File: config.mk
export PLATFORM = sky130hd
export DESIGN_NAME = kwhm_sift
export DESIGN_NICKNAME = d
export VERILOG_FILES = /design/src/hw/rtl/kwhm_pkg.sv /design/src/hw/rtl/kwhm_sift.sv
export VERILOG_INCLUDE_DIRS = /design/src /design/src/hw/rtl
export SDC_FILE = /design/constraint.sdc
export NUM_CORES = 1
export LEC_CHECK = 0
export ABC_CLOCK_PERIOD_IN_PS = 4800
export BUFFER_PORTS_ARGS = -buffer_cell sky130_fd_sc_hd__buf_4
export CAP_MARGIN = 20
export CORE_MARGIN = 8
export CORE_UTILIZATION = 50
export CTS_CLUSTER_SIZE = 24
export DETAILED_ROUTE_END_ITERATION = 8
export PLACE_DENSITY = 0.65
export SYNTH_ARGS = -nofsm -noshare
export SYNTH_HDL_FRONTEND = slang
export SYNTH_SLANG_ARGS = --single-unit
File: constraint.sdc
create_clock -name clock -period 4.8 [get_ports clock]
set_input_delay 0.24 -clock clock [delete_from_list [all_inputs] [get_ports clock]]
set_output_delay 0.24 -clock clock [all_outputs]
set_load 0.005 [all_outputs]
File: src/hw/rtl/assert_macros.svh
// Assertion macros shared by the merge RTL.
// No dependencies; included by the files that check their own logic.
`ifndef ASSERT_MACROS_SVH
`define ASSERT_MACROS_SVH

`ifndef SYNTH

// Property that must hold at every clock edge outside reset
`define ASSERT_ALWAYS(lbl, clk, rst, prop, msg) \
   lbl: assert property (@(posedge clk) disable iff (rst) (prop)) else $error(msg);

// Antecedent implies consequent in the same cycle
`define ASSERT_IMPLY(lbl, clk, rst, ante, cons, msg) \
   lbl: assert property (@(posedge clk) disable iff (rst) (ante) |-> (cons)) else $error(msg);

`else

`define ASSERT_ALWAYS(lbl, clk, rst, prop, msg)

`define ASSERT_IMPLY(lbl, clk, rst, ante, cons, msg)

`endif

`endif

File: src/hw/rtl/kwhm_pkg.sv
// Shared types and constants for the k-way heap merge.
// No dependencies; imported by kwhm_sift and k_way_heap_merge.
`timescale 1ns / 1ps

package kwhm_pkg;

   // Default sizes
   localparam int DEF_MAX_LISTS = 8;
   localparam int DEF_MAX_LEN   = 64;

   // Element and channel widths
   localparam int ELEM_W      = 32;
   localparam int REQ_DATA_W  = 48;
   localparam int RSP_DATA_W  = 40;
   localparam int SRC_OUT_W   = 3;
   localparam int CSR_ADDR_W  = 1;
   localparam int CSR_DATA_W  = 7;
   localparam int CNT_CFG_W   = 4;
   localparam int LEN_CFG_W   = 7;

   localparam logic signed [ELEM_W-1:0] INT_MAX = 32'sh7FFF_FFFF;

   // Register indexes and reset values
   localparam logic [CSR_ADDR_W-1:0] CSR_LIST_COUNT  = 1'b0;
   localparam logic [CSR_ADDR_W-1:0] CSR_LIST_LENGTH = 1'b1;
   localparam logic [CNT_CFG_W-1:0]  RST_LIST_COUNT  = 4'd8;
   localparam logic [LEN_CFG_W-1:0]  RST_LIST_LENGTH = 7'd64;

   // Command codes carried in req_tuser
   typedef enum logic [1:0] {
      CMD_LOAD  = 2'd0,
      CMD_BUILD = 2'd1,
      CMD_POP   = 2'd2
   } cmd_type;

   // Heap unit operations
   typedef enum logic [1:0] {
      HOP_WRITE     = 2'd0,
      HOP_PEEK      = 2'd1,
      HOP_SIFT_AT   = 2'd2,
      HOP_SIFT_NODE = 2'd3
   } heap_op_type;

   typedef struct packed {
      logic        start;
      heap_op_type op;
   } heap_ctl_type;

   typedef struct packed {
      logic busy;
      logic done;
   } heap_sts_type;

endpackage

File: src/hw/rtl/kwhm_sift.sv
// Heap entry memory and the shared sift-down compare unit.
// Depends on kwhm_pkg and assert_macros.svh.
`timescale 1ns / 1ps
`include "assert_macros.svh"

module kwhm_sift import kwhm_pkg::*; #(
   parameter int MAX_LISTS = DEF_MAX_LISTS,
   parameter int MAX_LEN   = DEF_MAX_LEN
) (
   input  logic                                   clock,
   input  logic                                   reset,
   input  heap_ctl_type                           ctl_i,
   input  logic [$clog2(MAX_LISTS)-1:0]           idx_i,
   input  logic [ELEM_W+$clog2(MAX_LISTS)+$clog2(MAX_LEN+1)-1:0] node_i,
   input  logic [$clog2(MAX_LISTS+1)-1:0]         live_count_i,
   output heap_sts_type                           sts_o,
   output logic [ELEM_W+$clog2(MAX_LISTS)+$clog2(MAX_LEN+1)-1:0] node_o
);

   localparam int IDX_W  = $clog2(MAX_LISTS);
   localparam int NEXT_W = $clog2(MAX_LEN + 1);
   localparam int KID_W  = IDX_W + 2;

   typedef struct packed {
      logic [NEXT_W-1:0]        next;
      logic [IDX_W-1:0]         src;
      logic signed [ELEM_W-1:0] value;
   } node_type;

   typedef enum logic [2:0] {
      H_IDLE,
      H_READ,
      H_GRAB,
      H_CHILD,
      H_CMP
   } state_type;

   state_type         state_ff, state_in;
   logic [IDX_W-1:0]  cur_ff, cur_in;
   node_type          node_ff, node_in;
   logic              peek_ff, peek_in;
   logic              done_ff, done_in;
   node_type          rd_a_ff, rd_b_ff;
   node_type          heap_mem [2**IDX_W];

   logic              wr_en;
   logic [IDX_W-1:0]  wr_addr;
   node_type          wr_data;
   logic [IDX_W-1:0]  addr_a, addr_b;
   logic [KID_W-1:0]  kid_l, kid_r, live_ext;
   logic              l_ok, r_ok, l_lt, r_lt_n, r_lt_l;

   // Child indexes and range checks
   assign kid_l    = KID_W'({cur_ff, 1'b1});
   assign kid_r    = kid_l + 1'b1;
   assign live_ext = KID_W'(live_count_i);
   assign l_ok     = kid_l < live_ext;
   assign r_ok     = kid_r < live_ext;

   // Read addresses: the node itself while reading, else both children
   assign addr_a = (state_ff == H_READ) ? cur_ff : kid_l[IDX_W-1:0];
   assign addr_b = kid_r[IDX_W-1:0];

   // Shared compare unit: strict less-than, left child first
   assign l_lt   = rd_a_ff.value < node_ff.value;
   assign r_lt_n = r_ok && (rd_b_ff.value < node_ff.value);
   assign r_lt_l = r_ok && (rd_b_ff.value < rd_a_ff.value);

   // Sequencer next state
   always_comb begin
      state_in = state_ff;
      cur_in   = cur_ff;
      node_in  = node_ff;
      peek_in  = peek_ff;
      done_in  = 1'b0;
      wr_en    = 1'b0;
      wr_addr  = cur_ff;
      wr_data  = node_ff;
      unique case (state_ff)
         H_IDLE: begin
            if (ctl_i.start) begin
               unique case (ctl_i.op)
                  HOP_WRITE: begin
                     wr_en   = 1'b1;
                     wr_addr = idx_i;
                     wr_data = node_type'(node_i);
                  end
                  HOP_PEEK: begin
                     cur_in   = idx_i;
                     peek_in  = 1'b1;
                     state_in = H_READ;
                  end
                  HOP_SIFT_AT: begin
                     cur_in   = idx_i;
                     peek_in  = 1'b0;
                     state_in = H_READ;
                  end
                  HOP_SIFT_NODE: begin
                     cur_in   = idx_i;
                     node_in  = node_type'(node_i);
                     state_in = H_CHILD;
                  end
               endcase
            end
         end
         H_READ: begin
            state_in = H_GRAB;
         end
         H_GRAB: begin
            node_in = rd_a_ff;
            if (peek_ff) begin
               done_in  = 1'b1;
               state_in = H_IDLE;
            end else begin
               state_in = H_CHILD;
            end
         end
         H_CHILD: begin
            // Leaf: drop the held node here
            if (!l_ok) begin
               wr_en    = 1'b1;
               done_in  = 1'b1;
               state_in = H_IDLE;
            end else begin
               state_in = H_CMP;
            end
         end
         H_CMP: begin
            if (l_lt) begin
               wr_en    = 1'b1;
               wr_data  = r_lt_l ? rd_b_ff : rd_a_ff;
               cur_in   = r_lt_l ? kid_r[IDX_W-1:0] : kid_l[IDX_W-1:0];
               state_in = H_CHILD;
            end else if (r_lt_n) begin
               wr_en    = 1'b1;
               wr_data  = rd_b_ff;
               cur_in   = kid_r[IDX_W-1:0];
               state_in = H_CHILD;
            end else begin
               wr_en    = 1'b1;
               done_in  = 1'b1;
               state_in = H_IDLE;
            end
         end
         default: begin
            state_in = H_IDLE;
         end
      endcase
   end

   // State and registered outputs
   always_ff @(posedge clock) begin
      cur_ff  <= cur_in;
      node_ff <= node_in;
      peek_ff <= peek_in;
      if (reset) begin
         state_ff <= H_IDLE;
         done_ff  <= 1'b0;
      end else begin
         state_ff <= state_in;
         done_ff  <= done_in;
      end
   end

   // Heap entry memory, one write and two registered reads
   always_ff @(posedge clock) begin
      if (wr_en) begin
         heap_mem[wr_addr] <= wr_data;
      end
      rd_a_ff <= heap_mem[addr_a];
      rd_b_ff <= heap_mem[addr_b];
   end

   assign sts_o  = '{busy: (state_ff != H_IDLE), done: done_ff};
   assign node_o = node_ff;

   `ASSERT_IMPLY(a_start_when_idle, clock, reset, ctl_i.start, state_ff == H_IDLE, "heap op started while busy")
   `ASSERT_IMPLY(a_cmp_has_left, clock, reset, state_ff == H_CMP, l_ok, "compare without a left child")
   `ASSERT_IMPLY(a_live_stable, clock, reset, state_ff != H_IDLE, $stable(live_count_i), "heap size changed during an operation")

endmodule

==> results of run 1 <==
## metrics by stage
step / instances / setup WS (ps)
after floorplan: 1671 / 707
after global placement: 2301 / 573
after detailed placement: 2301 / 528
after CTS: 2436 / 489
after global routing: 2438 / 281
final: 2438 / 459
## cells by family (layout without fill, tap and decap cells)
logic type,after synthesis,count (layout),share of synthesized area
DFF,470,470,0.612
and+or+nand+nor,404,404,0.0809
AOI/OAI and AO/OA,386,386,0.131
buffers and inverters,195,377,0.0363
muxes,111,111,0.0797
adders and majority gates,104,104,0.0602
xor gates and xnor gates,1,1,0.000405
## worst paths after layout
path,startpoint,endpoint,slack (ps),depth (start not counted)
setup / recovery,rd_a_ff[2],heap_mem[4][26],460,12
hold / removal,node_i[23],node_o[23],60,2
setup reg to reg,rd_a_ff[2],heap_mem[4][26],460,12
hold reg to reg,rd_a_ff[37],node_o[37],570,1
## worst max-delay path: stages, from the launching register on
cell and delay (ps):
dfxtp_1 370, inv_1 60, ha_1 300, a211oi_1 190, o21ai_0 130, a211oi_1 370, o21ai_0 360, a31oi_2 400
mux2_4 410, a22oi_2 580, buf_4 360, buf_4 290, o221ai_2 210
## power by group through the flow
stage                     Combinational, mW  Sequential [mW]  Clock [mW]
after floorplan                        1.55             4.96           0
after global placement                 2.26             5.05           0
after detailed placement               2.28             5.05           0
after CTS                              2.33             4.97        4.06
after global routing                   2.58             5.00        4.21
final                                  2.35             4.98        4.03
## per-layer routing
metal | routed length (um) | part of all wire | global-route usage | vias to the layer above
li1 | - | - | - | 6726
met1 | 26500 | 0.43 | 0.342 | 7533
met2 | 28200 | 0.46 | 0.384 | 710
met3 | 5150 | 0.084 | 0.0420 | 114
met4 | 1530 | 0.025 | 0.0684 | 0
met5 | 0 | 0 | 0 | -
## placed cells by master, fill, tap and decap left out, types with 43 or more instances in the layout
master and instances:
ha_1 103, o221ai_1 46, buf_4 134, clkbuf_16 51
inv_1 96, dfxtp_1 88, nand2_1 265, dlygate4sd3_1 43
mux4_2 43, o21ai_0 68, edfxtp_1 382, a31oi_1 68
nand3_1 49
## layout make-up
cell class / instances / area [um2]
fillers: 3354 / 17400
flip-flops and latches: 470 / 13200
multi-input cells: 1006 / 7760
repair buffers: 188 / 1660
clock buffers: 63 / 1350
well taps: 585 / 732
inverters: 97 / 364
clock inverters: 29 / 355
## state kept, by name (all words and copies together), names as in the netlist
name,count
cur_ff,3
done_ff,1
heap_mem,336
node_o,42
peek_ff,1
rd_a_ff,42
rd_b_ff,42
state_ff,3
==> summary.md, run 1 <==
| Metric | Value |
|---|---|
| Status | finished clean |
| Synth Area per Inst | 12.9 um2 |
| Pin count of the biggest net entering global routing | 53 |
| Synth Instances | 1671 |
| Sequential area share after synthesis | 0.612 |
| Slew of the pin with the lowest slew margin | 1120 ps |
| Most frequent cell after synthesis | edfxtp_1 |
| Die height | 224 um |
| First-pass GRT wire length | 93000 um |
| Sw Share | 0.287 |
| Post-synth EDFFs | 382 |
| Pint | 8.09 mW |
| Crit path DAT | 4640 ps |
| Vias | 15100 |
| DR pass1 iterations | 6 |
| Peak VDD IR | 0.303 mV |
| Final WL | 61400 um |
| Max_slew headroom | 0.250 |
| Longest Clk Path Bufs | 3 |
| Post-route design area | 25400 um2 |
| Root buffer cell | clkbuf_16 |
| Max-Cap Viols | 0 |
| Crit Path Max Fanout | 10 |
| Post_cts resized | 0 |
| Die ar. | 50200 um2 |
| Post-DP Area | 23300 um2 |
| Final hold violation count | 0 |
| Top_reg_cell synth | edfxtp_1 |
| Die width | 224 um |
| H-tree depth | 2 |
| Total number of yosys warnings | 0 |
| Power per cell area | 446 nW/um2 |
| Vias in the first global route | 15100 |
| P_sw | 3.26 mW |
| Async SR Flop Fraction | 0 |
| Syn_nets | 1829 |
| Worst hold slack | 59.2 ps |
| Ratio of final minimum period to clock period | 0.904 |
| Synth area leader | edfxtp_1 |
| Antenna Diode Count | 0 |
| Mapped cell area | 21600 um2 |
| IO Port Bufs | 97 |
| GRT Overall Usage | 0.243 |
| Final setup violation count | 0 |
| Postcts setup bufs | 0 |
| Pleak | 9.41 nW |
| Cts hold-fix bufs | 43 |
| Max-slew violation count | 0 |
| Crit path time final | 4340 ps |
| Antenna violations before repair | 0 |
| Initial Utilization | 0.504 |
| Area contributors post-synth | edfxtp_1 53%, dfxtp_1 8.1%, ha_1 6.0% |
| Total grt overflow | 0 |
| Critical path class | reg2reg |
| Sink Count | 470 |
| Reg clk slew, reported paths | 60 ps |
| Clock Skew | 30.7 ps |
| Fraction of layout cells with a size suffix above 1 | 0.200 |
| CTS tree | yes |
| Synth cell count leaders | 382 x edfxtp_1, 268 x nand2_1, 104 x ha_1 |
| RD Place Congestion | 0.866 |
| RSZ-0062 raised after global routing | no |
| Drt wl/cell | 25.2 um |
| Setup_tns | 0 ps |
| DR vias/cell | 6.19 |
| Critical Path RT | 5100 ps |
| Area Overhead vs Synth | 17.7% |
| Yosys top cell area share | 0.530 |
| HP Class | in2reg |
| DP HPWL | 37100 um |
| Design Power | 11.4 mW |
| Row count | 76 |
| Ports | 98 |
| Combinational share of power | 0.207 |
| Clk_lat worst skew | 600 ps |
| Nets@finish | 1970 |
| Number of distinct library cells after synthesis | 65 |
| Drt first-iter violations | 1724 |
| Synthesized flop and latch total | 470 |
| CP startpoint kind | flop |
| Flop pwr share | 0.438 |
| Core area | 42900 um2 |
| Max frequency | 230 MHz |
| Finished Core Util | 0.593 |
| Final ANT Viol Nets | 0 |
| Num CTS Buffers | 49 |
| Clk pwr share | 0.355 |
| CP endpoint kind | flop |
| DR DRC count | 0 |
Power figures use the tool's default switching activity.
==> run 2: changes to the inputs <==
- CORE_UTILIZATION: 50 -> 55
- CTS_CLUSTER_SIZE: 24 -> not set
- PLACE_DENSITY: 0.65 -> 0.7
==> summary.md, run 2 (synthesis gave the netlist of run 1 again) <==
| Metric | Value |
|---|---|
| Die width | 214 um |
| Worst hold slack | 53.2 ps |
| Clk_lat worst skew | 590 ps |
| Pleak | 9.23 nW |
| Max frequency | 246 MHz |
| DR vias/cell | 6.38 |
| Root buffer cell | clkbuf_16 |
| Number of fillers in the final layout | 2892 |
| Crit path time final | 4060 ps |
| Final setup violation count | 0 |
| Ports | 98 |
| Initial Utilization | 0.558 |
| Vias | 15000 |
| Critical path cell sequence | inv_1, ha_1, a21oi_1, nand2_1, o2bb2ai_1, a211oi_1, o2111a_1, o21a_2, a22oi_2, buf_4, o221ai_1 |
| First-pass GRT wire length | 90600 um |
| Max-slew violation count | 0 |
| Vias in the first global route | 15300 |
| Biggest register | heap_mem |
| DR pass1 iterations | 5 |
| Total grt overflow | 0 |
| Setup_tns | 0 ps |
| Critical Path RT | 5090 ps |
| Slew of the pin with the lowest slew margin | 1180 ps |
| Peak VDD IR | 0.309 mV |
| HP Class | in2reg |
| Longest Clk Path Bufs | 3 |
| Pin count of the biggest net entering global routing | 85 |
| DP HPWL | 35300 um |
| Power per cell area | 435 nW/um2 |
| Antenna violations before repair | 1 |
| Max_slew headroom | 0.211 |
| FF+latch area | 13200 um2 |
| CTS tree | yes |
| Clock Skew | 18.2 ps |
| DR DRC count | 0 |
| Status | finished clean |
| CP endpoint kind | flop |
| Crit path DAT | 4350 ps |
| Core area | 38700 um2 |
| H-tree depth | 2 |
| Max reg flops | 336 |
| Commonest non-fill, non-tap cell in the layout | edfxtp_1 |
| Ratio of final minimum period to clock period | 0.846 |
| Crit path max-delay cell type | o21a_2 |
| RSZ-0062 raised after global routing | no |
| Critical path class | reg2reg |
| Drt wl/cell | 25.2 um |
| Row count | 72 |
| Num CTS Buffers | 48 |
| GRT Overall Usage | 0.254 |
| Max-Cap Viols | 0 |
| Drt first-iter violations | 1365 |
| Crit Path Max Fanout | 23 |
| Die ar. | 45900 um2 |
| Final hold violation count | 0 |
| CP startpoint kind | flop |
| Fraction of layout cells with a size suffix above 1 | 0.190 |
| Area of the multi-input gates | 7760 um2 |
| Final ANT Viol Nets | 0 |
| Reg clk slew, reported paths | 60 ps |
| Area Overhead vs Synth | 15.7% |
| Die height | 214 um |
| IO Port Bufs | 97 |
| Sink Count | 470 |
| Nets@finish | 1959 |
| RD Place Congestion | 0.872 |
| Final WL | 59400 um |
| CP max stage delay | 620 ps |
| Most frequent cells in the layout | 382 x edfxtp_1, 265 x nand2_1, 128 x buf_4 |
-- run 2: repair_timing --
| item | CTS | global route |
|---|---|---|
| hold endpoints to repair | 47 | 0 |
| endpoints found under the setup margin | 0 | 0 |
| gates resized for setup | 0 | 0 |
| hold buffers | 44 | 0 |
| setup buffers | 0 | 0 |
-- run 2: path summary, 6_finish.rpt --
| kind | from | slack, ps | cells after the start | to |
|---|---|---|---|---|
| worst max-delay path | node_o[14] | 740 | 11 | heap_mem[3][8] |
| worst max register to register | node_o[14] | 740 | 11 | heap_mem[3][8] |
| worst min-delay path | ctl_i[2] | 50 | 3 | peek_ff |
| worst min register to register | rd_a_ff[36] | 580 | 1 | node_o[36] |
-- run 2: where the power goes --
part / internal [mW] / leakage, nW / switching [mW]
clock network: 2.03 / 0.728 / 1.54
registers: 4.74 / 4.20 / 0.236
logic: 0.924 / 4.31 / 1.40
total: 7.70 / 9.23 / 3.17
-- run 2: routing by layer --
metal | global-route usage | routed length, um | up-vias
met5 | 0 | 0 | -
met4 | 0.100 | 1940 | 0
met3 | 0.0502 | 5410 | 124
met2 | 0.407 | 27700 | 713
met1 | 0.338 | 24400 | 7504
li1 | - | - | 6704
-- run 2: final cells by class --
| class | count | share of cell area |
|---|---|---|
| Sequential cell | 470 | 0.529 |
| Timing Repair Buffer | 178 | 0.0606 |
| Inverter | 97 | 0.0146 |
| Clock inverter | 22 | 0.00655 |
| Antenna cell | 1 | 0.000100 |
| Clock buffer | 68 | 0.0531 |
| Tap cell | 518 | 0.0259 |
| Multi-Input combinational cell | 1006 | 0.310 |
-- run 2: worst max-delay path, delay by kind of cell (launching register included) --
kind / cells / cell delay (ps)
flops: 1 / 430
simple gates: 1 / 90
compound gates: 7 / 2500
buf+inv: 2 / 460
fa+ha+maj: 1 / 270
-- run 2: through the flow --
stage | utilization | instances | area [um2] | worst slack, ps | power [mW]
finish | 0.646 | 2360 | 25000 | 738 | 10.9
global route | 0.646 | 2360 | 25000 | 535 | 11.3
CTS | 0.645 | 2358 | 25000 | 782 | 10.9
detailed placement | 0.595 | 2224 | 23100 | 805 | 7.31
global placement | 0.595 | 2224 | 23100 | 966 | 7.26
floorplan | - | 1671 | 21600 | 707 | 6.52
